[config.mk]
export PLATFORM = sky130hd
export DESIGN_NAME = dpb_fifo
export DESIGN_NICKNAME = d
export VERILOG_FILES = /design/src/rtl/dpb_pkg.sv /design/src/rtl/dpb_fifo.sv
export SDC_FILE = /design/constraint.sdc
export NUM_CORES = 1
export LEC_CHECK = 0
export BUFFER_PORTS_ARGS = -buffer_cell sky130_fd_sc_hd__buf_4
export CORE_AREA = 2 2 337 339
export DETAILED_ROUTE_END_ITERATION = 6
export DIE_AREA = 0 0 339 341
export SLEW_MARGIN = 20
export SYNTH_ARGS = -nofsm -noshare
export SYNTH_HDL_FRONTEND = slang
export SYNTH_SLANG_ARGS = --single-unit
[constraint.sdc]
create_clock -name aclk -period 19.3 [get_ports aclk]
set_input_delay 3.86 -clock aclk [delete_from_list [all_inputs] [get_ports aclk]]
set_output_delay 3.86 -clock aclk [all_outputs]
set_load 0.005 [all_outputs]
[src/rtl/dpb_pkg.sv]
`default_nettype none
package dpb_pkg;

    localparam int MAX_DENSITY = 8;
    localparam int IDX_W       = $clog2(MAX_DENSITY);

    localparam int ROW_W   = 10;
    localparam int SIZE_W  = 16;
    localparam int DENS_W  = 4;
    localparam int ROOT_W  = 16;
    localparam int COORD_W = 19;

    localparam int IMG_W   = 13;
    localparam int FEAT_W  = 11;
    localparam int STEP_W  = 16;
    localparam int OFS_W   = 8;
    localparam int CFG_W   = 16;
    localparam int CIDX_W  = 8;

    // divider datapath
    localparam int DVD_W = 50;
    localparam int DVS_W = 21;
    localparam int CNT_W = 6;
    localparam int QUO_W = 43;

    localparam int QUEUE_DEPTH = 2;

    localparam logic signed [QUO_W-1:0] ONE_Q    = QUO_W'(65536);
    localparam logic signed [QUO_W-1:0] SAT_HI_Q = QUO_W'(262143);
    localparam logic signed [QUO_W-1:0] SAT_LO_Q = -QUO_W'(262144);

    typedef enum logic [CIDX_W-1:0] {
        REG_IMAGE_WIDTH   = 8'd0,
        REG_IMAGE_HEIGHT  = 8'd1,
        REG_FMAP_WIDTH    = 8'd2,
        REG_FMAP_HEIGHT   = 8'd3,
        REG_STEP_X        = 8'd4,
        REG_STEP_Y        = 8'd5,
        REG_CENTER_OFFSET = 8'd6,
        REG_CLIP_ENABLE   = 8'd7
    } cfg_index_t;

    typedef struct packed {
        logic [IMG_W-1:0]  image_width;
        logic [IMG_W-1:0]  image_height;
        logic [FEAT_W-1:0] fmap_width;
        logic [FEAT_W-1:0] fmap_height;
        logic [STEP_W-1:0] step_x;
        logic [STEP_W-1:0] step_y;
        logic [OFS_W-1:0]  center_offset;
        logic              clip_enable;
    } cfg_t;

    // floor quotient with nonnegative remainder
    typedef struct packed {
        logic signed [QUO_W-1:0] q;
        logic [DVS_W-1:0]        r;
    } qr_t;

    typedef struct packed {
        qr_t               x0;
        qr_t               x1;
        qr_t               y0;
        qr_t               y1;
        qr_t               ix;
        qr_t               iy;
        logic [DVS_W-1:0]  dx;
        logic [DVS_W-1:0]  dy;
        logic [DENS_W-1:0] dens;
    } box_job_t;

endpackage
`default_nettype wire

[src/rtl/dpb_fifo.sv]
`default_nettype none
module dpb_fifo (
    input  wire logic               aclk,
    input  wire logic               aresetn,
    input  wire logic               wr_valid,
    output logic                    wr_ready,
    input  wire dpb_pkg::box_job_t  wr_data,
    output logic                    rd_valid,
    input  wire logic               rd_ready,
    output dpb_pkg::box_job_t       rd_data
);
    import dpb_pkg::*;

    localparam int PTR_W = (QUEUE_DEPTH > 1) ? $clog2(QUEUE_DEPTH) : 1;
    localparam int CNT_W = $clog2(QUEUE_DEPTH + 1);

    box_job_t         mem_reg [QUEUE_DEPTH];
    logic [PTR_W-1:0] wptr_reg, rptr_reg;
    logic [CNT_W-1:0] count_reg;
    logic             push, pop;

    assign wr_ready = (count_reg != CNT_W'(QUEUE_DEPTH));
    assign rd_valid = (count_reg != '0);
    assign push     = wr_valid && wr_ready;
    assign pop      = rd_valid && rd_ready;
    assign rd_data  = mem_reg[rptr_reg];

    always_ff @(posedge aclk) begin
        if (!aresetn) begin
            wptr_reg  <= '0;
            rptr_reg  <= '0;
            count_reg <= '0;
        end else begin
            if (push) begin
                wptr_reg <= (wptr_reg == PTR_W'(QUEUE_DEPTH - 1)) ? '0 : wptr_reg + 1'b1;
            end
            if (pop) begin
                rptr_reg <= (rptr_reg == PTR_W'(QUEUE_DEPTH - 1)) ? '0 : rptr_reg + 1'b1;
            end
            count_reg <= count_reg + CNT_W'(push) - CNT_W'(pop);
        end
    end

    always_ff @(posedge aclk) begin
        if (push) begin
            mem_reg[wptr_reg] <= wr_data;
        end
    end

endmodule
`default_nettype wire

### Word-level counts from Yosys, hierarchy flattened

Memories as Yosys holds them, arrays and structs flattened. A register that Yosys moved wholly into a read port is not among the register bits.
Cells that the tools add are included.

| storage, ports and cells | value |
|---|---|
| register bits | 4 |
| memory bits (writable) | 860 |
| input port bits | 434 |
| output and inout bits | 432 |
| logic and storage cells | 18 |
| memories | 1 |

| operators by class | value |
|---|---|
| $add $sub $neg | 4 |
| equality and inequality tests | 1 |
| mux-type cells | 6 |
| reduce and logical (&&, ||, !) cells | 3 |

Memory list:

| name | words | bits a word | read ports | clocked after Yosys merged registers in | wr ports | RTL line | RTL |
|---|---|---|---|---|---|---|---|
| mem_reg | 2 | 430 | 1 | 1 | 1 | dpb_fifo.sv:17 | `box_job_t mem_reg [QUEUE_DEPTH];` |

Operators by type and width:

| operator | count |
|---|---|
| $mux 1 | 6 |
| $add 1x1->1 const B | 2 |
| $add 2x1->2 | 1 |
| $logic_and 1x1->1 | 2 |
| $ne 2x2->1 const B | 1 |
| $reduce_bool 2->1 | 1 |
| $sub 2x1->2 | 1 |

### Depth between registers and ports, before layout

| depth | value |
|---|---|
| depth after elaboration | 4 |
| depth in mapped cells | 6 |
| mapped depth without buffers | 6 |

### Worst setup path before layout

Ideal clock, no wire load.

| timing | value |
|---|---|
| kind | input to register |
| start point | in wr_valid |
| end point | mem mem_reg[1][0] in the netlist's numbering (enable) |
| library setup time | 852 ps |
| data arrival time | 13662 ps |
| data required time | 18448 ps |
| setup slack | 4786 ps |
| stages | 1 |
| buffers on the path | 0 |
| cells stage by stage | and3_1 |

| between the ends | value |
|---|---|
| cells in the longest elaborated chain, start to end | 3 |

Ends and longest elaborated chain:

| element | RTL line | RTL |
|---|---|---|
| start, declared | dpb_fifo.sv:5 | `input wire logic wr_valid,` |
| $logic_and 1x1->1 | dpb_fifo.sv:24 | `assign push = wr_valid && wr_ready;` |
| $mux 1 | dpb_fifo.sv:45 | `if (push) begin` |
| $mux 1 (implied by the code) | dpb_fifo.sv:46 | `mem_reg[wptr_reg] <= wr_data;` |
| end, declared | dpb_fifo.sv:17 |  |

No other way between the ends.

==> results.yml <==
cells_and_area:
  finalNetCount: 2726
  final-instance-count-excl-fill: 3874
  utilization_pct: 39.3
  largest_register_ff_count: 860
  syn_to_final_growth_pct: 31.8
  fillCellCount: 10101
  finalInstanceArea_um2: 43900
  drive_gt1_share_pct: 61.3
timing:
  max-slew-margin-rel_pct: 20.5
  fin_crit_sh_pct: 45.4
  worst_pin_slew_ns: 1.19
  setup_viol: 0
  finalCriticalPeriod_ns: 8.75
  fin_tns_setup_ns: 0
  rsz0062_at_grt: "false"
  skew_ns: 0.0167
  hold_violations: 0
  slew_violations: 0
  fmax_mhz: 114
route:
  avgRoutedWirePerCell_um: 20.6
  num_vias: 16355
  dr.pass1.iters: 4
  vias_per_cell: 4.22
  drt_first_iter_violations: 867
  routed_wirelength_mm: 80.0
  drcViolationCount: 0
  ant_nets: 0
power_and_ir_drop:
  max-vdd-ir-drop_uv: 84.0
  p_int_w: 0.00400
  clockPowerShare_pct: 32.3
  leakage_nw: 16.8
  power_switching_w: 0.00129
  combPwrFrac_pct: 23.2
  p_seq_share_pct: 44.5
  p_sw_share_pct: 24.3
  power.total_w: 0.00529
  powerDensity_nw_per_um2: 120
clock_tree:
  h-tree-depth: 3
  cts_resized: 0
  cts_tree: "built"
  clockRootBuffer: "clkbuf_16"
  clockBufferDepth: 3
  clkLatencyLatePin_ns: 0.65
  cts_setup_buffers: 0
  hold_buffers: 0
  cts_buffers: 91
  cts.clk_slew.worst_paths_ns: 0.06
  clock_sinks: 865
synthesis:
  synthArstFlopShare_pct: 0
  syn-cell-area_um2: 33300
  synth_seq_cells: 865
  ys_seq_area_share_pct: 77.8
  ys_types: 25
  synthTopCellsByArea: "edfxtp_1 77%, mux2_4 18%, buf_12 2.6%, mux2_2 1.0%, dfxtp_1 0.30%"
  yosysMostFrequentCell: "edfxtp_1"
  synth_top_cell_area_share_pct: 77.5
  ys_warn_count: 0
  synth_nets: 1802
  ys.flop_type: "edfxtp_1"
  yosysTopAreaCell: "edfxtp_1"
  postSynthCellCount: 1367
  yosys-top-cells-count: "860 x edfxtp_1, 400 x mux2_4, 44 x buf_12"
  synth_edf_count: 860
  syn_area_per_cell_um2: 24.4
critical_path:
  start_kind: "flip-flop"
  cp.arrival_ns: 4.89
  path_class: "flip-flop to output pin"
  critPathMaxFanout: 116
  endpoint_kind: "output pin"
  cp.required_ns: 15.44
grt:
  track_usage_pct: 13.1
  grt_use_met2_pct: 24.1
  antenna_found_initial: 11
  grt_use_met1_pct: 13.2
  grt_pass1_vias: 17443
  grt_pass1_wl_mm: 113
  grt_max_degree: 160
  gr-total-overflow: 0
  grt.busiest_layer: "met2"
  grt_util_met3_pct: 4.36
floorplanning:
  ios: 866
  die_w_um: 339
  die_h_um: 341
  core-area_um2: 112000
  initial_utilization_pct: 29.8
  num_rows: 123
  die_area_um2: 116000
placement:
  place.gp.congestion: 0.883
  io_buffers: 865
  place_inst: 3697
  placed_area_um2: 41000
  dp_hpwl_mm: 56.8
hold_path:
  worst_hold_path_type: "flip-flop to flip-flop"
status:
  run_status: "finished, final reports clean"
flow_run:
  cap_violations: 0
-- metrics by stage --
step	hold WS, ns	setup slack, ns
6_report	0.591	10.55
5_1_grt	0.624	10.36
4_1_cts	0.596	10.37
2_1_floorplan	0.529	4.79
3_5_place_dp	0.580	11.12
3_3_place_gp	0.567	11.26
-- power groups by stage --
stage               clock, W  sequential (W)  combinational, W
detailed placement         0         0.00239           0.00124
finish               0.00171         0.00235           0.00123
global placement           0         0.00239           0.00123
floorplan                  0         0.00244          0.000763
global route         0.00184         0.00237           0.00130
CTS                  0.00176         0.00236           0.00125
-- cell usage in the layout (no fill, tap or decap), types with 4 or more instances in the layout --
master     count
buf_4        875
clkbuf_1      17
mux2_2        30
diode_2       10
clkbuf_16     91
clkinv_2      19
bufinv_16      9
mux2_4       400
inv_6          6
edfxtp_1     860
clkinv_1      16
dfxtp_1        4
-- layout make-up --
class | count | area, um2 | area share (%)
flip-flops and latches | 865 | 25900 | 59.0
repair buffers | 879 | 6660 | 15.1
multi-input cells | 453 | 6510 | 14.8
clock buffers | 108 | 2340 | 5.33
well taps | 1500 | 1880 | 4.27
clock inverters | 58 | 599 | 1.36
diodes | 10 | 25.0 | 0.0569
inverters | 1 | 11.3 | 0.0256
-- critical path, cell delays in order (launching register included) --
cell	delay, ns
dfxtp_4	0.90
buf_4	0.88
buf_4	0.86
buf_12	0.56
mux2_4	0.36
buf_4	0.14
-- kinds of logic after synthesis --
logic type / Yosys count / share of synthesized area [%]
flip-flops: 865 / 77.8
multiplexers: 431 / 19.1
buffers and inverters: 49 / 2.73
AND/OR/NAND/NOR: 13 / 0.221
AO/OA/AOI/OAI: 7 / 0.161
XOR/XNOR: 1 / 0.0263
adder cells (fa/ha/maj): 1 / 0.0375
-- final timing paths --
path	from	cells after the start	end	slack, ns
min	rptr_reg	2	flip-flop	0.59
min reg2reg	rptr_reg	2	flip-flop	0.59
max reg2reg	count_reg[0]	5	mem_reg[0][184]	15.08
max	flip-flop	5	rd_data[185]	10.55
-- routing by layer --
metal | wire length (um) | share of wire, %
met5 | 16 | 0.020
met4 | 3380 | 4.2
met3 | 6180 | 7.7
met2 | 43000 | 54
met1 | 27400 | 34
(Power assumes the default switching activity.)
