[src/rtl/dpb_pkg.sv]
`default_nettype none
package dpb_pkg;

    localparam int MAX_DENSITY = 8;
    localparam int IDX_W       = $clog2(MAX_DENSITY);

    localparam int ROW_W   = 10;
    localparam int SIZE_W  = 16;
    localparam int DENS_W  = 4;
    localparam int ROOT_W  = 16;
    localparam int COORD_W = 19;

    localparam int IMG_W   = 13;
    localparam int FEAT_W  = 11;
    localparam int STEP_W  = 16;
    localparam int OFS_W   = 8;
    localparam int CFG_W   = 16;
    localparam int CIDX_W  = 8;

    // divider datapath
    localparam int DVD_W = 50;
    localparam int DVS_W = 21;
    localparam int CNT_W = 6;
    localparam int QUO_W = 43;

    localparam int QUEUE_DEPTH = 2;

    localparam logic signed [QUO_W-1:0] ONE_Q    = QUO_W'(65536);
    localparam logic signed [QUO_W-1:0] SAT_HI_Q = QUO_W'(262143);
    localparam logic signed [QUO_W-1:0] SAT_LO_Q = -QUO_W'(262144);

    typedef enum logic [CIDX_W-1:0] {
        REG_IMAGE_WIDTH   = 8'd0,
        REG_IMAGE_HEIGHT  = 8'd1,
        REG_FMAP_WIDTH    = 8'd2,
        REG_FMAP_HEIGHT   = 8'd3,
        REG_STEP_X        = 8'd4,
        REG_STEP_Y        = 8'd5,
        REG_CENTER_OFFSET = 8'd6,
        REG_CLIP_ENABLE   = 8'd7
    } cfg_index_t;

    typedef struct packed {
        logic [IMG_W-1:0]  image_width;
        logic [IMG_W-1:0]  image_height;
        logic [FEAT_W-1:0] fmap_width;
        logic [FEAT_W-1:0] fmap_height;
        logic [STEP_W-1:0] step_x;
        logic [STEP_W-1:0] step_y;
        logic [OFS_W-1:0]  center_offset;
        logic              clip_enable;
    } cfg_t;

    // floor quotient with nonnegative remainder
    typedef struct packed {
        logic signed [QUO_W-1:0] q;
        logic [DVS_W-1:0]        r;
    } qr_t;

    typedef struct packed {
        qr_t               x0;
        qr_t               x1;
        qr_t               y0;
        qr_t               y1;
        qr_t               ix;
        qr_t               iy;
        logic [DVS_W-1:0]  dx;
        logic [DVS_W-1:0]  dy;
        logic [DENS_W-1:0] dens;
    } box_job_t;

endpackage
`default_nettype wire

[src/rtl/dpb_back.sv]
`default_nettype none
module dpb_back (
    input  wire logic                         aclk,
    input  wire logic                         aresetn,
    input  wire logic                         job_valid,
    output logic                              job_ready,
    input  wire dpb_pkg::box_job_t            job,
    input  wire logic                         clip,
    output logic                              m_valid,
    input  wire logic                         m_ready,
    output logic signed [dpb_pkg::COORD_W-1:0] m_box_xmin,
    output logic signed [dpb_pkg::COORD_W-1:0] m_box_ymin,
    output logic signed [dpb_pkg::COORD_W-1:0] m_box_xmax,
    output logic signed [dpb_pkg::COORD_W-1:0] m_box_ymax,
    output logic                              m_last_box
);
    import dpb_pkg::*;

    function automatic qr_t qr_add(qr_t a, qr_t inc, logic [DVS_W-1:0] d);
        logic [DVS_W:0] s;
        qr_t            o;
        s = {1'b0, a.r} + {1'b0, inc.r};
        if (s >= {1'b0, d}) begin
            o.r = DVS_W'(s - {1'b0, d});
            o.q = a.q + inc.q + QUO_W'(1);
        end else begin
            o.r = s[DVS_W-1:0];
            o.q = a.q + inc.q;
        end
        return o;
    endfunction

    function automatic logic [COORD_W-1:0] finish_lo(logic signed [QUO_W-1:0] q, logic c);
        logic signed [QUO_W-1:0] v;
        v = q;
        if (v < 0) v = '0;
        if (v > SAT_HI_Q) v = SAT_HI_Q;
        if (c && v > ONE_Q) v = ONE_Q;
        return v[COORD_W-1:0];
    endfunction

    function automatic logic [COORD_W-1:0] finish_hi(logic signed [QUO_W-1:0] q, logic c);
        logic signed [QUO_W-1:0] v;
        v = q;
        if (v > ONE_Q) v = ONE_Q;
        if (v < SAT_LO_Q) v = SAT_LO_Q;
        if (c && v < 0) v = '0;
        return v[COORD_W-1:0];
    endfunction

    box_job_t         job_reg;
    logic             busy_reg;
    logic [IDX_W-1:0] di_reg, dj_reg;
    qr_t              x0_reg, x1_reg, y0_reg, y1_reg;

    logic             m_valid_reg, m_last_reg;
    logic [COORD_W-1:0] xmin_reg, ymin_reg, xmax_reg, ymax_reg;

    logic emit, row_end, col_end;

    assign job_ready = !busy_reg;
    assign emit      = busy_reg && (!m_valid_reg || m_ready);
    assign col_end   = ({1'b0, dj_reg} == job_reg.dens - 1'b1);
    assign row_end   = ({1'b0, di_reg} == job_reg.dens - 1'b1);

    always_ff @(posedge aclk) begin
        if (!aresetn) begin
            busy_reg    <= 1'b0;
            m_valid_reg <= 1'b0;
            di_reg      <= '0;
            dj_reg      <= '0;
        end else begin
            if (emit) begin
                m_valid_reg <= 1'b1;
            end else if (m_ready) begin
                m_valid_reg <= 1'b0;
            end
            if (!busy_reg) begin
                if (job_valid) begin
                    busy_reg <= 1'b1;
                    di_reg   <= '0;
                    dj_reg   <= '0;
                end
            end else if (emit) begin
                if (col_end) begin
                    dj_reg <= '0;
                    if (row_end) begin
                        busy_reg <= 1'b0;
                    end else begin
                        di_reg <= di_reg + 1'b1;
                    end
                end else begin
                    dj_reg <= dj_reg + 1'b1;
                end
            end
        end
    end

    always_ff @(posedge aclk) begin
        if (!busy_reg) begin
            if (job_valid) begin
                job_reg <= job;
                x0_reg  <= job.x0;
                x1_reg  <= job.x1;
                y0_reg  <= job.y0;
                y1_reg  <= job.y1;
            end
        end else if (emit) begin
            if (col_end) begin
                // next sub-row: x restarts, y moves one shift down
                x0_reg <= job_reg.x0;
                x1_reg <= job_reg.x1;
                y0_reg <= qr_add(y0_reg, job_reg.iy, job_reg.dy);
                y1_reg <= qr_add(y1_reg, job_reg.iy, job_reg.dy);
            end else begin
                x0_reg <= qr_add(x0_reg, job_reg.ix, job_reg.dx);
                x1_reg <= qr_add(x1_reg, job_reg.ix, job_reg.dx);
            end
        end
        if (emit) begin
            xmin_reg   <= finish_lo(x0_reg.q, clip);
            ymin_reg   <= finish_lo(y0_reg.q, clip);
            xmax_reg   <= finish_hi(x1_reg.q, clip);
            ymax_reg   <= finish_hi(y1_reg.q, clip);
            m_last_reg <= col_end && row_end;
        end
    end

    assign m_valid    = m_valid_reg;
    assign m_box_xmin = $signed(xmin_reg);
    assign m_box_ymin = $signed(ymin_reg);
    assign m_box_xmax = $signed(xmax_reg);
    assign m_box_ymax = $signed(ymax_reg);
    assign m_last_box = m_last_reg;

endmodule
`default_nettype wire

[config.mk]
export PLATFORM = sky130hd
export DESIGN_NAME = dpb_back
export DESIGN_NICKNAME = d
export VERILOG_FILES = /design/src/rtl/dpb_pkg.sv /design/src/rtl/dpb_back.sv
export SDC_FILE = /design/constraint.sdc
export NUM_CORES = 2
export LEC_CHECK = 0
export BUFFER_PORTS_ARGS = -buffer_cell sky130_fd_sc_hd__buf_2
export CAP_MARGIN = 20
export CELL_PAD_IN_SITES_DETAIL_PLACEMENT = 0
export CELL_PAD_IN_SITES_GLOBAL_PLACEMENT = 1
export CORE_MARGIN = 5
export CORE_UTILIZATION = 45
export CTS_BUF_LIST = sky130_fd_sc_hd__clkbuf_16
export DETAILED_ROUTE_END_ITERATION = 7
export PLACE_DENSITY = 0.79
export SETUP_SLACK_MARGIN = 0.4
export SYNTH_ARGS = -nofsm -noshare
export SYNTH_HDL_FRONTEND = slang
export SYNTH_SLANG_ARGS = --single-unit
export TNS_END_PERCENT = 10
[constraint.sdc]
create_clock -name aclk -period 19.8 [get_ports aclk]
set_clock_uncertainty 0.05 [all_clocks]
set_input_delay 3.96 -clock aclk [delete_from_list [all_inputs] [get_ports aclk]]
set_output_delay 3.96 -clock aclk [all_outputs]
set_load 0.005 [all_outputs]
Word-level counts from Yosys, hierarchy flattened

Cells that the tools add are included.

Bits in registers: 643
Input bits: 435
Output and inout port bits: 79
Logic and storage cells: 135

Add/subtract/negate cells: 19
Magnitude comparators: 16
Equal/unequal tests: 5
Mux-type cells: 51
Bitwise gates (word level): 1
Reduce and logical (&&, ||, !) cells: 15

Operator list:

| operator                                                         | count |
|---|---|
| 2-to-1 mux 64 bit                                                | 20 |
| 2-to-1 mux 43 bit                                                | 16 |
| adder 43 x 2 -> 43 bit (second input constant)                   | 4 |
| adder 43 bit                                                     | 4 |
| greater-than comparator 43 x 18 -> 1 bit (second input constant) | 4 |
| less-than comparator 43 x 1 -> 1 bit (second input constant)     | 4 |
| adder 21 x 21 -> 22 bit                                          | 4 |
| >= comparator 22 x 21 -> 1 bit                                   | 4 |
| greater-than comparator 43 x 19 -> 1 bit (second input constant) | 2 |
| less-than comparator 43 x 19 -> 1 bit (second input constant)    | 2 |
| subtractor 21 bit                                                | 4 |
| 2-to-1 mux 3 bit                                                 | 8 |
| equality test 3 x 4 -> 1 bit                                     | 2 |
| 2-to-1 mux 1 bit                                                 | 7 |
| adder 3 x 1 -> 3 bit (second input constant)                     | 2 |
| logical AND 1 bit                                                | 6 |
| != test 2 x 1 -> 1 bit (second input constant)                   | 2 |
| AND reduction 2 bit                                              | 2 |
| AND reduction 4 bit                                              | 1 |
| nonzero test 2 bit                                               | 2 |
| subtractor 4 x 1 -> 4 bit (second input constant)                | 1 |
| AND reduction 3 bit                                              | 1 |
| logical NOT 1 bit                                                | 2 |
| != test 2 bit (second input constant)                            | 1 |
| 2 further kinds                                                  | 2 |

Depth between registers and ports, before layout

Word-level depth: 9
Mapped depth: 28
Depth with buffers taken out: 27

Worst setup path after synthesis

OpenSTA, ideal clock, no wires.

Path type: input to register
Start point: input job_valid
End point: register di_reg[1]
Setup time: 115 ps
Data arrival time: 17,807 ps
Data required time: 19,635 ps
Path slack: 1,829 ps
Stages on the path: 7
Path buffers: 0
Cell sequence: nand2_1 -> inv_1 -> nor2_1 -> nor2_1 -> nand2_1 -> and2_1 -> o21a_1

Cells in the longest elaborated chain, start to end: 2

RTL lines:

| what                          | line           | source |
|---|---|---|
| start: declaration            | dpb_back.sv:5  | `input wire logic job_valid,` |
| nonzero test 2 bit (no line)  | -              |  |
| AND reduction 4 bit (no line) | -              |  |
| end signal: assignment        | dpb_back.sv:90 | `di_reg <= di_reg + 1'b1;` |
| end: declaration              | dpb_back.sv:53 | `logic [IDX_W-1:0] di_reg, dj_reg;` |

No other way between the ends.
A chain may end at the register's enable or synchronous reset.

Worst setup path in the final report

Start point: register job_reg[110] (netlist name)
End point: register x0_reg[57] (netlist name), data pin

Cells in the longest elaborated chain, start to end: 6

RTL lines:

| what                           | line            | source |
|---|---|---|
| start: declaration             | dpb_back.sv:51  | `box_job_t job_reg;` |
| start signal: assignment       | dpb_back.sv:102 | `job_reg <= job;` |
| adder 21 x 21 -> 22 bit        | dpb_back.sv:22  | `s = {1'b0, a.r} + {1'b0, inc.r};` |
| >= comparator 22 x 21 -> 1 bit | dpb_back.sv:23  | `if (s >= {1'b0, d}) begin` |
| 2-to-1 mux 64 bit              | dpb_back.sv:23  |  |
| 2-to-1 mux 64 bit              | dpb_back.sv:109 | `if (col_end) begin` |
| 2-to-1 mux 64 bit              | dpb_back.sv:108 | `end else if (emit) begin` |
| 2-to-1 mux 64 bit              | dpb_back.sv:100 | `if (!busy_reg) begin` |
| end signal: assignment         | dpb_back.sv:103 | `x0_reg <= job.x0;` |
| end signal: assignment         | dpb_back.sv:111 | `x0_reg <= job_reg.x0;` |
| end signal: assignment         | dpb_back.sv:116 | `x0_reg <= qr_add(x0_reg, job_reg.ix, job_reg.dx);` |
| end: declaration               | dpb_back.sv:54  | `qr_t x0_reg, x1_reg, y0_reg, y1_reg;` |

No other way between the ends. The select of a mux whose other input is x is not followed.

==> qor.json <==
{
  "worstMarginPinSlew_ns": 1.12,
  "yosysSeqAreaShare_pct": 41.4,
  "worst_setup_hold_path_clk_slew_ns": 0.06,
  "clockRootBuffer": "clkbuf_16",
  "drive_above_1_share_pct": 14.9,
  "placementRows": 117,
  "crit_path_frequent_cell": "a21oi_1",
  "chipHeight_um": 331,
  "grt_pass1_wl_mm": 229,
  "gate_count_post_synth": 4755,
  "drc": 0,
  "min-delay-start": "dj_reg[1]",
  "layout.nets": 6007,
  "timing.reg2reg.worst_path_depth": 28,
  "cts_max_level": 3,
  "totalWireLength_mm": 153,
  "gr-usage-all-layers_pct": 26.5,
  "floorplan.die_area_sq_um": 110000,
  "synth_seq_cells": 643,
  "timing.slew.headroom_pct": 24.2,
  "rsz0062_at_grt": "no",
  "wl_per_cell_um": 22.9,
  "layout_area_overhead_pct": 13.9,
  "final_cells": 6659,
  "worst_ep_required_time_ns": 20.14,
  "number_of_iterations_in_the_first_detailed_routing_pass": 6,
  "via_per_inst": 5.93,
  "initial_antenna_violation_count": 27,
  "numPlacedInstances": 6504,
  "synth_top_cells_by_count": "edfxtp_1 (635), nor2_1 (463), a21oi_1 (452)",
  "hpwl_mm": 118,
  "worst_ir_drop_vdd_mv": 0.0780,
  "cts_stage_hold_buffer_count": 0,
  "regArea_sq_um": 19200,
  "critical_path.startpoint_type": "flip-flop",
  "multi_input_comb_area_sq_um": 26100,
  "reg2reg_setup_slack_ns": 12.13,
  "gpl.final_weighted_congestion": 0.946,
  "cts_inserted_buffers": 75,
  "initial_core_util_pct": 45.5,
  "worstHoldEndpoint": "dj_reg[1]",
  "static_leakage_nw": 21.2,
  "die_width_um": 331,
  "cts_setup_buffers": 0,
  "critPathKind": "flip-flop to flip-flop",
  "timing.final.crit_period_ns": 7.67,
  "tritoncts": "built",
  "critical_path.reg2reg.startpoint": "job_reg[110]",
  "cpPeakStageDelay_ns": 0.62,
  "worstSetupEndpointType": "flip-flop",
  "timing.final.hold_violations": 0,
  "fillCellCount": 9538,
  "grt_start_max_net_pins": 139,
  "syn-cell-area_sq_um": 46500,
  "largest_register_ffs": 302,
  "synth_top_cell_by_area": "edfxtp_1",
  "post_cts_resized": 0,
  "setup-tns-final_ns": 0,
  "max_freq_ghz": 0.130,
  "route.antenna.remaining_nets": 0,
  "synth_area_per_cell_sq_um": 9.77,
  "vias": 39500,
  "ys_warn_count": 0,
  "path_max_fanout": 45,
  "synth.top_cells.by_area": "edfxtp_1 (41%), ha_1 (9.3%), xnor2_1 (5.2%)",
  "via_count_of_the_first_global_routing_pass": 38300,
  "core_area_sq_um": 102000,
  "max-cap-violations": 0,
  "cp_data_arrival_time_ns": 8.01,
  "synth.distinct_cells": 100,
  "clock_insertion_delay_worst_skew_ns": 0.66,
  "dominantRegCellSynth": "edfxtp_1",
  "detail_route.iter0.violations": 3172,
  "setup_violations": 0,
  "synth_edf_count": 635,
  "worst_r2r_endpoint": "x0_reg[57]",
  "final.period_utilization_pct": 38.7,
  "worst_path_max_delay_cell": "o41ai_1",
  "clock_sinks": 643,
  "pwr_density_cell_nw_per_um2": 115,
  "status": "finished clean",
  "ctsLongestPathBuffers": 3,
  "hold_depth": 2,
  "worstHoldPathType": "flip-flop to flip-flop",
  "post-synth-top-count-cell": "edfxtp_1",
  "grt-ovfl-total": 0,
  "synth.top_cell.area_share_pct": 41.0,
  "postSynth.asyncResetShare_pct": 0,
  "buffer_ports.inserted": 513,
  "io_pins": 514,
  "final-max-slew-violation-count": 0
}
==> worst max-delay path, delay by kind of cell (launching register included) <==
family | cells | cell delay [ns]
buffers and inverters | 1 | 0.46
DFF | 1 | 0.39
adders and majority gates | 3 | 1.03
and+or+nand+nor | 10 | 2.18
xor gates and xnor gates | 1 | 0.10
AOI/OAI and AO/OA | 13 | 3.20
==> area by class of cell <==
type	count	share of cell area (%)
Clock inverter	59	0.922
Antenna cell	15	0.0709
Sequential cell	643	36.3
Timing Repair Buffer	542	5.28
Tap cell	1368	3.23
Inverter	160	1.17
Multi-Input combinational cell	3793	49.3
Clock buffer	79	3.73
==> worst max path at each step <==
stage | from | slack, ns | cells past startpoint | end
final | job_reg[110] | 12.13 | 28 | x0_reg[57]
after global routing | job_reg[110] | 11.52 | 28 | x0_reg[57]
after CTS | job_reg[110] | 12.17 | 28 | x0_reg[57]
after detailed placement | job_reg[110] | 12.24 | 28 | x0_reg[57]
after global placement | job_reg[110] | 12.32 | 28 | x0_reg[57]
after floorplan | job_valid | 1.83 | 7 | di_reg[1]
==> placed cells by master (no fill, tap or decap), drive strengths merged, types with 21 or more instances in the layout <==
| cell type | n |
|---|---|
| edfxtp | 635 |
| buf | 541 |
| nor2 | 463 |
| a21oi | 456 |
| ha | 345 |
| nand2 | 284 |
| xnor2 | 274 |
| o21ai | 236 |
| a21o | 207 |
| inv | 175 |
| xor2 | 146 |
| nor3 | 115 |
| nand3 | 106 |
| nand4 | 96 |
| o21a | 87 |
| clkbuf | 80 |
| and2 | 79 |
| nor4 | 78 |
| a211oi | 67 |
| and3 | 63 |
| nor2b | 57 |
| mux2 | 53 |
| nand2b | 49 |
| o211ai | 48 |
| mux2i | 46 |
| a31oi | 45 |
| o21bai | 39 |
| clkinv | 32 |
| o31ai | 26 |
| or2 | 24 |
| or3 | 21 |
==> through the flow <==
step | utilization [%] | hold WS (ns) | power [W] | instance area [sq um] | worst slack [ns]
6_report | 51.8 | 0.451 | 0.00609 | 52900 | 12.13
4_1_cts | 51.8 | 0.459 | 0.00609 | 52900 | 12.17
3_3_place_gp | 49.4 | 0.442 | 0.00463 | 50400 | 12.32
2_1_floorplan | - | 0.420 | 0.00396 | 46500 | 1.83
3_5_place_dp | 49.4 | 0.451 | 0.00464 | 50400 | 12.24
5_1_grt | 51.8 | 0.484 | 0.00647 | 52900 | 11.52
==> where the power goes <==
group | internal (W) | switching, W | total, W
clock | 0.000816 | 0.000608 | 0.00142
combinational | 0.00115 | 0.00169 | 0.00285
sequential | 0.00171 | 0.000114 | 0.00182
==> cell families after synthesis <==
logic type,after synthesis,share of synthesized area [%]
and+or+nand+nor,1515,16.4
AOI/OAI and AO/OA,1400,19.6
DFF,643,41.4
xor gates and xnor gates,420,7.91
adders and majority gates,357,9.80
buffers and inverters,320,2.61
muxes,99,2.27
other,1,0.00807
==> layer usage <==
metal	global-route usage (%)	wire length, um	vias to the layer above
met2	42.9	69400	1411
met1	36.8	67700	18900
met3	4.67	11100	233
li1	-	-	18900
met4	7.41	4470	6
met5	0	40	-
Note: power is estimated with default switching activity, not from simulation.
