### src/rtl/dpb_pkg.sv
`default_nettype none
package dpb_pkg;

    localparam int MAX_DENSITY = 8;
    localparam int IDX_W       = $clog2(MAX_DENSITY);

    localparam int ROW_W   = 10;
    localparam int SIZE_W  = 16;
    localparam int DENS_W  = 4;
    localparam int ROOT_W  = 16;
    localparam int COORD_W = 19;

    localparam int IMG_W   = 13;
    localparam int FEAT_W  = 11;
    localparam int STEP_W  = 16;
    localparam int OFS_W   = 8;
    localparam int CFG_W   = 16;
    localparam int CIDX_W  = 8;

    // divider datapath
    localparam int DVD_W = 50;
    localparam int DVS_W = 21;
    localparam int CNT_W = 6;
    localparam int QUO_W = 43;

    localparam int QUEUE_DEPTH = 2;

    localparam logic signed [QUO_W-1:0] ONE_Q    = QUO_W'(65536);
    localparam logic signed [QUO_W-1:0] SAT_HI_Q = QUO_W'(262143);
    localparam logic signed [QUO_W-1:0] SAT_LO_Q = -QUO_W'(262144);

    typedef enum logic [CIDX_W-1:0] {
        REG_IMAGE_WIDTH   = 8'd0,
        REG_IMAGE_HEIGHT  = 8'd1,
        REG_FMAP_WIDTH    = 8'd2,
        REG_FMAP_HEIGHT   = 8'd3,
        REG_STEP_X        = 8'd4,
        REG_STEP_Y        = 8'd5,
        REG_CENTER_OFFSET = 8'd6,
        REG_CLIP_ENABLE   = 8'd7
    } cfg_index_t;

    typedef struct packed {
        logic [IMG_W-1:0]  image_width;
        logic [IMG_W-1:0]  image_height;
        logic [FEAT_W-1:0] fmap_width;
        logic [FEAT_W-1:0] fmap_height;
        logic [STEP_W-1:0] step_x;
        logic [STEP_W-1:0] step_y;
        logic [OFS_W-1:0]  center_offset;
        logic              clip_enable;
    } cfg_t;

    // floor quotient with nonnegative remainder
    typedef struct packed {
        logic signed [QUO_W-1:0] q;
        logic [DVS_W-1:0]        r;
    } qr_t;

    typedef struct packed {
        qr_t               x0;
        qr_t               x1;
        qr_t               y0;
        qr_t               y1;
        qr_t               ix;
        qr_t               iy;
        logic [DVS_W-1:0]  dx;
        logic [DVS_W-1:0]  dy;
        logic [DENS_W-1:0] dens;
    } box_job_t;

endpackage
`default_nettype wire

### src/rtl/dpb_div.sv
`default_nettype none
module dpb_div (
    input  wire logic                       aclk,
    input  wire logic                       aresetn,
    input  wire logic                       start,
    input  wire logic [dpb_pkg::DVD_W-1:0]  dividend,
    input  wire logic [dpb_pkg::DVS_W-1:0]  divisor,
    input  wire logic [dpb_pkg::CNT_W-1:0]  count,
    output logic                            done,
    output logic [dpb_pkg::DVD_W-1:0]       quotient,
    output logic [dpb_pkg::DVS_W-1:0]       remainder
);
    import dpb_pkg::*;

    logic [DVD_W-1:0] acc_reg;
    logic [DVS_W-1:0] rem_reg;
    logic [DVS_W-1:0] dvs_reg;
    logic [CNT_W-1:0] cnt_reg;
    logic             busy_reg;
    logic             done_reg;

    logic [DVS_W:0] trial;
    logic [DVS_W:0] diff;
    logic           ge;

    // restoring, one quotient bit per cycle; dividend arrives left-aligned
    assign trial = {rem_reg, acc_reg[DVD_W-1]};
    assign diff  = trial - {1'b0, dvs_reg};
    assign ge    = trial >= {1'b0, dvs_reg};

    always_ff @(posedge aclk) begin
        if (!aresetn) begin
            busy_reg <= 1'b0;
            done_reg <= 1'b0;
            cnt_reg  <= '0;
        end else begin
            done_reg <= 1'b0;
            if (start) begin
                busy_reg <= 1'b1;
                cnt_reg  <= count;
            end else if (busy_reg) begin
                cnt_reg <= cnt_reg - 1'b1;
                if (cnt_reg == CNT_W'(1)) begin
                    busy_reg <= 1'b0;
                    done_reg <= 1'b1;
                end
            end
        end
    end

    always_ff @(posedge aclk) begin
        if (start) begin
            acc_reg <= dividend;
            rem_reg <= '0;
            dvs_reg <= divisor;
        end else if (busy_reg) begin
            acc_reg <= {acc_reg[DVD_W-2:0], ge};
            rem_reg <= ge ? diff[DVS_W-1:0] : trial[DVS_W-1:0];
        end
    end

    assign done      = done_reg;
    assign quotient  = acc_reg;
    assign remainder = rem_reg;

endmodule
`default_nettype wire

### src/rtl/dpb_front.sv
`default_nettype none
module dpb_front (
    input  wire logic                        aclk,
    input  wire logic                        aresetn,
    input  wire logic                        s_valid,
    output logic                             s_ready,
    input  wire logic [dpb_pkg::ROW_W-1:0]   s_cell_row,
    input  wire logic [dpb_pkg::ROW_W-1:0]   s_cell_col,
    input  wire logic [dpb_pkg::SIZE_W-1:0]  s_box_size,
    input  wire logic [dpb_pkg::DENS_W-1:0]  s_density,
    input  wire logic [dpb_pkg::ROOT_W-1:0]  s_ratio_root,
    input  wire dpb_pkg::cfg_t               cfg,
    input  wire logic                        cfg_wr,
    output logic                             job_valid,
    input  wire logic                        job_ready,
    output dpb_pkg::box_job_t                job
);
    import dpb_pkg::*;

    localparam int STEPQ_W = IMG_W + 16;          // step in Q.16 pixels
    localparam int AVG_W   = STEPQ_W - 16;
    localparam int ORG_W   = ROW_W + OFS_W;
    localparam int SPLIT   = 15;
    localparam int PLO_W   = ORG_W + SPLIT;
    localparam int PHI_W   = ORG_W + STEPQ_W - SPLIT;
    localparam int CX_W    = ORG_W + STEPQ_W;
    localparam int HH_W    = SIZE_W + 31;
    localparam int HW_W    = SIZE_W + ROOT_W + 7;
    localparam int OFF_W   = AVG_W + 23;
    localparam int SN_W    = DVD_W + 1;

    typedef enum logic [4:0] {
        F_IDLE, F_SX, F_SX_W, F_SY, F_SY_W, F_AVG, F_SHIFT, F_SHIFT_W,
        F_MULX_LO, F_MULX_HI, F_MULY_LO, F_MULY_HI, F_HH, F_HH_W,
        F_DC, F_PREP, F_GO, F_WAIT, F_PUSH
    } fstate_t;

    typedef enum logic [2:0] {
        OP_X0, OP_X1, OP_Y0, OP_Y1, OP_IX, OP_IY
    } fd_op_t;

    fstate_t state_reg;
    fd_op_t  op_reg;
    logic    steps_ok_reg;

    logic [ROW_W-1:0]   row_reg, col_reg;
    logic [SIZE_W-1:0]  bsz_reg;
    logic [DENS_W-1:0]  dens_reg;
    logic [ROOT_W-1:0]  rr_reg;
    logic [STEPQ_W-1:0] sx_reg, sy_reg;
    logic [AVG_W-1:0]   avg_reg, shift_reg;
    logic [PLO_W-1:0]   prod_reg;
    logic [CX_W-1:0]    cx_reg, cy_reg;
    logic [HH_W-1:0]    hh_reg;
    logic [HW_W-1:0]    hw_reg;
    logic signed [SN_W-1:0] dcx_reg, dcy_reg, num_reg;
    qr_t res_reg [6];

    logic [IMG_W-1:0]  iw_nz, ih_nz;
    logic [FEAT_W-1:0] fw_nz, fh_nz;
    logic [DVS_W-1:0]  dx, dy, dsel;
    logic              derive;
    logic [ORG_W-1:0]  ax, ay;
    logic [PHI_W-1:0]  mhi_x, mhi_y;
    logic [PLO_W-1:0]  mlo_x, mlo_y;
    logic [OFF_W-1:0]  off;
    logic [SN_W-1:0]   num_neg;
    logic signed [SN_W-1:0] num_next;

    logic             div_start, div_done;
    logic [DVD_W-1:0] div_dvd, div_quo;
    logic [DVS_W-1:0] div_dvs, div_rem;
    logic [CNT_W-1:0] div_cnt;

    logic [QUO_W-1:0] qu;
    qr_t              fix;

    assign iw_nz  = (cfg.image_width == '0) ? IMG_W'(1) : cfg.image_width;
    assign ih_nz  = (cfg.image_height == '0) ? IMG_W'(1) : cfg.image_height;
    assign fw_nz  = (cfg.fmap_width == '0) ? FEAT_W'(1) : cfg.fmap_width;
    assign fh_nz  = (cfg.fmap_height == '0) ? FEAT_W'(1) : cfg.fmap_height;
    assign dx     = {iw_nz, 8'b0};
    assign dy     = {ih_nz, 8'b0};
    assign derive = (cfg.step_x == '0) || (cfg.step_y == '0);

    // (idx << 8) + offset is a plain concatenation
    assign ax    = {col_reg, cfg.center_offset};
    assign ay    = {row_reg, cfg.center_offset};
    assign mlo_x = ax * sx_reg[SPLIT-1:0];
    assign mlo_y = ay * sy_reg[SPLIT-1:0];
    assign mhi_x = ax * sx_reg[STEPQ_W-1:SPLIT];
    assign mhi_y = ay * sy_reg[STEPQ_W-1:SPLIT];
    assign off   = {avg_reg - shift_reg, 23'b0};

    always_comb begin
        unique case (op_reg)
            OP_X0:   num_next = dcx_reg - $signed(SN_W'(hw_reg));
            OP_X1:   num_next = dcx_reg + $signed(SN_W'(hw_reg));
            OP_Y0:   num_next = dcy_reg - $signed(SN_W'(hh_reg));
            OP_Y1:   num_next = dcy_reg + $signed(SN_W'(hh_reg));
            default: num_next = $signed(SN_W'({shift_reg, 24'b0}));
        endcase
    end

    assign dsel    = (op_reg == OP_X0 || op_reg == OP_X1 || op_reg == OP_IX) ? dx : dy;
    assign num_neg = -num_reg;

    always_comb begin
        div_start = 1'b0;
        div_dvd   = '0;
        div_dvs   = dsel;
        div_cnt   = CNT_W'(DVD_W);
        unique case (state_reg)
            F_SX: begin
                div_start = derive;
                div_dvd   = {iw_nz, {(DVD_W-IMG_W){1'b0}}};
                div_dvs   = DVS_W'(fw_nz);
                div_cnt   = CNT_W'(STEPQ_W);
            end
            F_SY: begin
                div_start = 1'b1;
                div_dvd   = {ih_nz, {(DVD_W-IMG_W){1'b0}}};
                div_dvs   = DVS_W'(fh_nz);
                div_cnt   = CNT_W'(STEPQ_W);
            end
            F_SHIFT: begin
                div_start = 1'b1;
                div_dvd   = {avg_reg, {(DVD_W-AVG_W){1'b0}}};
                div_dvs   = DVS_W'(dens_reg);
                div_cnt   = CNT_W'(AVG_W);
            end
            F_HH: begin
                div_start = 1'b1;
                div_dvd   = {bsz_reg, {(DVD_W-SIZE_W){1'b0}}};
                div_dvs   = DVS_W'(rr_reg);
                div_cnt   = CNT_W'(HH_W);
            end
            F_GO: begin
                div_start = 1'b1;
                div_dvd   = num_reg[SN_W-1] ? num_neg[DVD_W-1:0] : num_reg[DVD_W-1:0];
            end
            default: ;
        endcase
    end

    dpb_div u_div (
        .aclk      (aclk),
        .aresetn   (aresetn),
        .start     (div_start),
        .dividend  (div_dvd),
        .divisor   (div_dvs),
        .count     (div_cnt),
        .done      (div_done),
        .quotient  (div_quo),
        .remainder (div_rem)
    );

    // turn the magnitude quotient into a floor quotient
    assign qu = div_quo[QUO_W-1:0];
    always_comb begin
        if (!num_reg[SN_W-1]) begin
            fix.q = $signed(qu);
            fix.r = div_rem;
        end else if (div_rem == '0) begin
            fix.q = -$signed(qu);
            fix.r = '0;
        end else begin
            fix.q = $signed(~qu);
            fix.r = dsel - div_rem;
        end
    end

    always_ff @(posedge aclk) begin
        if (!aresetn) begin
            state_reg    <= F_IDLE;
            op_reg       <= OP_X0;
            steps_ok_reg <= 1'b0;
        end else begin
            if (cfg_wr) begin
                steps_ok_reg <= 1'b0;
            end
            unique case (state_reg)
                F_IDLE: begin
                    if (s_valid) begin
                        row_reg  <= s_cell_row;
                        col_reg  <= s_cell_col;
                        bsz_reg  <= s_box_size;
                        dens_reg <= (s_density > DENS_W'(MAX_DENSITY)) ?
                                    DENS_W'(MAX_DENSITY) : s_density;
                        rr_reg   <= (s_ratio_root == '0) ? ROOT_W'(1) : s_ratio_root;
                        if (s_density == '0) begin
                            state_reg <= F_IDLE;
                        end else if (steps_ok_reg) begin
                            state_reg <= F_SHIFT;
                        end else begin
                            state_reg <= F_SX;
                        end
                    end
                end
                F_SX: begin
                    if (derive) begin
                        state_reg <= F_SX_W;
                    end else begin
                        sx_reg    <= {1'b0, cfg.step_x, 12'b0};
                        sy_reg    <= {1'b0, cfg.step_y, 12'b0};
                        state_reg <= F_AVG;
                    end
                end
                F_SX_W: begin
                    if (div_done) begin
                        sx_reg    <= div_quo[STEPQ_W-1:0];
                        state_reg <= F_SY;
                    end
                end
                F_SY: state_reg <= F_SY_W;
                F_SY_W: begin
                    if (div_done) begin
                        sy_reg    <= div_quo[STEPQ_W-1:0];
                        state_reg <= F_AVG;
                    end
                end
                F_AVG: begin
                    avg_reg      <= AVG_W'(({1'b0, sx_reg} + {1'b0, sy_reg}) >> 17);
                    steps_ok_reg <= 1'b1;
                    state_reg    <= F_SHIFT;
                end
                F_SHIFT: state_reg <= F_SHIFT_W;
                F_SHIFT_W: begin
                    if (div_done) begin
                        shift_reg <= div_quo[AVG_W-1:0];
                        state_reg <= F_MULX_LO;
                    end
                end
                F_MULX_LO: begin
                    prod_reg  <= mlo_x;
                    state_reg <= F_MULX_HI;
                end
                F_MULX_HI: begin
                    cx_reg    <= CX_W'(prod_reg) + {mhi_x, {SPLIT{1'b0}}};
                    state_reg <= F_MULY_LO;
                end
                F_MULY_LO: begin
                    prod_reg  <= mlo_y;
                    state_reg <= F_MULY_HI;
                end
                F_MULY_HI: begin
                    cy_reg    <= CX_W'(prod_reg) + {mhi_y, {SPLIT{1'b0}}};
                    state_reg <= F_HH;
                end
                F_HH: state_reg <= F_HH_W;
                F_HH_W: begin
                    if (div_done) begin
                        hh_reg    <= div_quo[HH_W-1:0];
                        state_reg <= F_DC;
                    end
                end
                F_DC: begin
                    dcx_reg   <= $signed(SN_W'(cx_reg)) - $signed(SN_W'(off));
                    dcy_reg   <= $signed(SN_W'(cy_reg)) - $signed(SN_W'(off));
                    hw_reg    <= {(SIZE_W+ROOT_W)'(bsz_reg) * (SIZE_W+ROOT_W)'(rr_reg), 7'b0};
                    op_reg    <= OP_X0;
                    state_reg <= F_PREP;
                end
                F_PREP: begin
                    num_reg   <= num_next;
                    state_reg <= F_GO;
                end
                F_GO: state_reg <= F_WAIT;
                F_WAIT: begin
                    if (div_done) begin
                        res_reg[op_reg] <= fix;
                        if (op_reg == OP_IY) begin
                            state_reg <= F_PUSH;
                        end else begin
                            op_reg    <= fd_op_t'(op_reg + 3'd1);
                            state_reg <= F_PREP;
                        end
                    end
                end
                F_PUSH: begin
                    if (job_ready) begin
                        state_reg <= F_IDLE;
                    end
                end
                default: state_reg <= F_IDLE;
            endcase
        end
    end

    assign s_ready   = aresetn && (state_reg == F_IDLE);
    assign job_valid = (state_reg == F_PUSH);
    assign job.x0    = res_reg[OP_X0];
    assign job.x1    = res_reg[OP_X1];
    assign job.y0    = res_reg[OP_Y0];
    assign job.y1    = res_reg[OP_Y1];
    assign job.ix    = res_reg[OP_IX];
    assign job.iy    = res_reg[OP_IY];
    assign job.dx    = dx;
    assign job.dy    = dy;
    assign job.dens  = dens_reg;

endmodule
`default_nettype wire

### config.mk
export PLATFORM = sky130hd
export DESIGN_NAME = dpb_front
export DESIGN_NICKNAME = d
export VERILOG_FILES = /design/src/rtl/dpb_pkg.sv /design/src/rtl/dpb_div.sv /design/src/rtl/dpb_front.sv
export SDC_FILE = /design/constraint.sdc
export NUM_CORES = 2
export LEC_CHECK = 0
export BUFFER_PORTS_ARGS = -buffer_cell sky130_fd_sc_hd__buf_2
export CAP_MARGIN = 20
export CORE_MARGIN = 4
export CORE_UTILIZATION = 50
export DETAILED_ROUTE_END_ITERATION = 6
export PLACE_DENSITY = 0.76
export SYNTH_ARGS = -nofsm -noshare
export SYNTH_HDL_FRONTEND = slang
export SYNTH_HIERARCHICAL = 1
export SYNTH_SLANG_ARGS = --single-unit
### constraint.sdc
create_clock -name aclk -period 18.83 [get_ports aclk]
set_input_delay 1.883 -clock aclk [delete_from_list [all_inputs] [get_ports aclk]]
set_output_delay 1.883 -clock aclk [all_outputs]
set_load 0.05 [all_outputs]
; ---- Word-level counts from Yosys, hierarchy flattened
; Memories as Yosys holds them, arrays and structs flattened.
; Cells that the tools add are included.
; Widths: inputs -> output; s select.
[word_totals]
ramBits = 384
memories = 1
register_bits = 608
[classes]
add_sub_neg = 16
reduce_logical = 37
multipliers = 5
n_eq_ne = 33
muxes = 49
bitwise = 3
order_cmp = 2
[memory_table]
columns = memory, depth, width, read_ports, rd_clocked_by_memory_dff, wr, line
row1 = res_reg, 6, 64, 6, 0, 1, dpb_front.sv:57  ; qr_t res_reg [6];
[op_table]
columns = operator, count
row1 = $pmux 50 s5, 1
row2 = $pmux 51 s4, 1
row3 = $mux 50, 3
row4 = $mux 64, 2
row5 = $pmux 29 s2, 2
row6 = $sub 47x36->48, 2
row7 = $pmux 5 s19, 1
row8 = $add 33x47->47, 2
row9 = $mux 29, 3
row10 = $pmux 21 s4, 1
row11 = $mul 18x15->33, 2
row12 = $pmux 33 s2, 1
row13 = $mul 18x14->32, 2
row14 = $add 51x40->51, 1
row15 = $add 51x48->51, 1
row16 = $sub 51x40->51, 1
row17 = $sub 51x48->51, 1
row18 = $neg 50->50, 1
row19 = $logic_not 16->1, 3
row20 = $neg 43->43, 1
row21 = $not 43->43, 1
row22 = $mux 21, 2
row23 = $sub 21x21->21, 2
row24 = $eq 5x4->1 const B, 8
row25 = 43 further kinds, 100

; ---- Depth between registers and ports, before layout
[logic_depth]
ltp_word = 7
ltp_mapped = 33
ltp_nobuf = 32

; ---- Cells and area by module
; The synthesis kept the hierarchy.
[modules_own_cells]
columns = module, area_each_um2, cells_each, seq_area_each_um2, n_inst
row1 = dpb_front, 85497.0, 8275, 26515.4, 1
row2 = dpb_div, 5211.2, 453, 2712.6, 1

; ---- Worst setup path before layout
; Ideal clock, no wire load.
[synth_timing]
kind = input-to-reg
from = input cfg[4] in the netlist's numbering
to = register cx_reg[43], data pin
stages = 26
n_path_buf = 2
arrival_ns = 8.573
slack_ns = 9.996
setup_time_ns = 0.261
cell_sequence = clkbuf_1 > clkbuf_1 > nand2_1 > fa_1 > fa_1 > inv_1 > ha_1 > fa_1 > fa_1 > inv_1 > fa_1 > inv_1 > ha_1 > a2111oi_0 > nand2b_1 > o21ai_1 > xnor2_1 > ha_1 > o21ai_0 > nand2b_1 > o31ai_1 > o31ai_1 > a31oi_1 > nor4b_2 > nand4_1 > xnor2_1
[synth_between]
elab_chain_cells = 2
[synth_lines]
columns = element, line
row1 = start: declaration, dpb_front.sv:12  ; input wire dpb_pkg::cfg_t cfg,
row2 = $mul 18x14->32, dpb_front.sv:91  ; assign mhi_x = ax * sx_reg[STEPQ_W-1:SPLIT];
row3 = $add 33x47->47, dpb_front.sv:239  ; cx_reg <= CX_W'(prod_reg) + {mhi_x, {SPLIT{1'b0}}};
row4 = end signal: assignment, dpb_front.sv:239
row5 = end: declaration, dpb_front.sv:53  ; logic [CX_W-1:0] cx_reg, cy_reg;
; No other way between the ends.
; A chain may end at the register's enable or synchronous reset.

; ---- Worst setup path in the final report
[layout_timing]
from = input cfg[6] in the netlist's numbering
to = register cy_reg[46], data pin
[layout_between]
elab_chain_cells = 2
[layout_lines]
columns = element, line
row1 = $mul 18x14->32, dpb_front.sv:92  ; assign mhi_y = ay * sy_reg[STEPQ_W-1:SPLIT];
row2 = $add 33x47->47, dpb_front.sv:247  ; cy_reg <= CX_W'(prod_reg) + {mhi_y, {SPLIT{1'b0}}};
row3 = end signal: assignment, dpb_front.sv:247
row4 = end: declaration, dpb_front.sv:53
; No other way between the ends.

==> flow_metrics.py <==
metrics = {
    "finish": {
        "largest_reg_flops": 384,
        "drive_gt1_share_pct": 10.8,
        "multi_input_area_mm2": 0.0556,
        "seq_area_mm2": 0.0292,
        "finalNonFillerCells": 11600,
        "fill_cells": 15100,
        "utilization_pct": 55.0,
        "layout.nets": 11000,
        "final_area_mm2": 0.0993,
        "area_growth_syn_to_layout_pct": 9.51,
    },
    "synthesis": {
        "synth-edff-count": 948,
        "synth_cells": 8728,
        "yosys_warnings": 6,
        "syn_area_per_cell_um2": 10.4,
        "syn-cell-area_mm2": 0.0907,
        "synth.most_common_cell": "inv_1",
        "synth_cell_types": 95,
        "yosysTopAreaCellShare_pct": 31.4,
        "synth_flop_cell": "edfxtp_1",
        "synth_common_cells": "inv_1, nand2_1, fa_1, edfxtp_1, ha_1",
        "yosysSeqAreaShare_pct": 32.2,
        "ys_ff_latch": 986,
        "synth_area_leaders": "edfxtp_1, fa_1, ha_1, inv_1, nand2_1",
        "async_flop_share_pct": 0,
        "yosysTopAreaCell": "edfxtp_1",
    },
    "timing": {
        "finalSetupViolCount": 0,
        "slew_headroom_pct": 16.8,
        "fin_skew_ps": 72.3,
        "period_share_pct": 50.6,
        "tns_ps": 0,
        "worst_pin_slew_ps": 1240,
        "drv_slew": 0,
        "hold_violations": 0,
        "rsz0062_at_grt": "no",
        "min_period_ps": 9540,
        "max_freq_mhz": 105,
    },
    "outcome": {
        "status": "complete, no violations",
    },
    "clock_tree": {
        "numCtsBuffers": 101,
        "clock_sinks": 986,
        "clockBufferDepth": 3,
        "clkLatencyLatePin_ps": 760,
        "cts_hold_buf": 0,
        "cts_max_level": 3,
        "tritoncts": "built",
        "clk_pin_slew_ps": 60,
        "postCtsSetupBuffers": 0,
        "cts.repair.resized": 0,
        "cts_root_buf": "clkbuf_16",
    },
    "die": {
        "dieArea_mm2": 0.188,
        "die_width_um": 434,
        "coreArea_mm2": 0.181,
        "die_y_um": 434,
        "start_util_pct": 50.2,
        "io-pin-count": 582,
        "rows": 156,
    },
    "critical_path": {
        "critical-path-top-delay-family": "adder cells",
        "cp.arrival_ps": 10000,
        "critPathLaunchType": "input port",
        "crit_fanout": 34,
        "critPathSlowestCell": "o41ai_1",
        "cp-end-kind": "flop",
        "crit_required_ps": 19290,
        "critical_path_buf_inv_count": 6,
        "critPathKind": "in -> reg",
        "max_stage_delay_ps": 620,
    },
    "place": {
        "routabilityCongestion": 0.953,
        "placed_area_mm2": 0.0958,
        "numPortBuffers": 564,
        "post-place-cells": 11400,
        "dp_hpwl_mm": 203,
    },
    "worst_hold_path": {
        "min_path_type": "reg -> reg",
    },
    "global_route": {
        "grt_pass1_vias": 69200,
        "track_usage_pct": 28.0,
        "antenna_found_initial": 19,
        "grt_max_degree": 80,
        "grt_pass1_wl_mm": 403,
        "grt-ovfl-total": 0,
    },
    "detailed_routing": {
        "wl_per_cell_um": 23.1,
        "avgViaCountPerCell": 5.83,
        "drt_iter0_markers": 6151,
        "vias": 67400,
        "drtAntennaViolNets": 0,
        "drc": 0,
        "dr.pass1.iters": 7,
        "wl_mm": 267,
    },
    "job": {
        "maxCapViolations": 0,
    },
}
-- final timing paths --
path,start,endpoint,slack (ps),depth (start not counted)
setup / recovery,cfg[6],cy_reg[46],9290,31
hold / removal,cy_reg[2],dcy_reg[2],400,0
setup reg to reg,sx_reg[19],cx_reg[45],10530,25
hold reg to reg,cy_reg[2],dcy_reg[2],400,0
-- placed cells by master, fill, tap and decap left out, drive strengths merged, types with 16 or more instances in the layout --
| cell | netlist | routed |
|---|---|---|
| nand3 | 92 | 92 |
| a21o | 137 | 137 |
| nor4 | 46 | 46 |
| fa | 992 | 992 |
| mux2i | 20 | 20 |
| nand2 | 1027 | 1027 |
| xor2 | 220 | 220 |
| nor3b | 17 | 17 |
| and2 | 575 | 575 |
| a31oi | 49 | 49 |
| or4 | 25 | 25 |
| o21ai | 258 | 258 |
| nor3 | 107 | 107 |
| a22oi | 40 | 40 |
| o31ai | 57 | 57 |
| nor2 | 330 | 330 |
| buf | 24 | 658 |
| nor2b | 40 | 40 |
| o21a | 46 | 46 |
| or3 | 39 | 39 |
| xnor2 | 313 | 313 |
| a211oi | 37 | 37 |
| o211ai | 35 | 35 |
| clkinv | 0 | 34 |
| ha | 730 | 730 |
| o41ai | 19 | 19 |
| edfxtp | 948 | 948 |
| mux2 | 96 | 96 |
| nand2b | 64 | 64 |
| inv | 1190 | 1202 |
| clkbuf | 383 | 123 |
| conb | 1 | 16 |
| dfxtp | 38 | 38 |
| o21bai | 52 | 52 |
| and3 | 40 | 40 |
| o22ai | 41 | 41 |
| a21oi | 346 | 346 |
| nand4 | 51 | 51 |
-- area by class of cell --
class	count	area share [%]
Inverter	1190	4.50
Clock inverter	64	0.824
Timing Repair Buffer	659	3.57
Multi-Input combinational cell	6160	56.0
Clock buffer	122	2.67
Sequential cell	986	29.4
Antenna cell	11	0.0277
Tap cell	2370	2.99
-- worst register-to-register path: stages, from the launching register on --
cell and delay, ps:
edfxtp_1 680, and2_1 320, fa_1 530, inv_1 50, fa_1 530, inv_1 50
fa_1 520, fa_1 440, fa_1 540, inv_1 50, fa_1 520, inv_1 40
ha_1 360, a2111oi_0 580, nand2b_1 120, o21ai_1 410, xnor2_1 120, ha_1 340
o21ai_0 110, nand2b_1 100, o31ai_1 90, o31ai_1 380, a31oi_1 230, nor4b_2 570
nand3_1 200, xnor2_1 160
-- metrics by stage --
step,setup WS [ps],hold slack (ps)
after floorplan,10000,400
final,9290,397
after global routing,8860,409
after detailed placement,8630,405
after global placement,8800,401
after CTS,9420,400
-- routing by layer --
metal  vias up  share of wire (%)  wire length, um  track usage (%)
met5         -             0.0098               26                0
met4         4                6.1            16400             15.2
met3       778                 10            26700             6.54
met2      3381                 46           124000             45.5
met1     33500                 37            99700             34.8
li1      29800                  -                -                -
-- cells by family (layout without fill, tap and decap cells) --
logic type	count (synthesis)	after routing	share of synthesized area (%)
compound gates	1268	1268	9.05
xor+xnor	534	534	5.17
fa+ha+maj	1722	1722	32.0
buf+inv	1597	2035	6.69
flops	986	986	32.2
mux	116	116	1.41
other cells	1	27	0.00413
simple gates	2504	2504	13.5
Power is left out: the tool's default activity adds up to more than one toggle a clock period on the data nets, which glitch-free logic cannot reach.
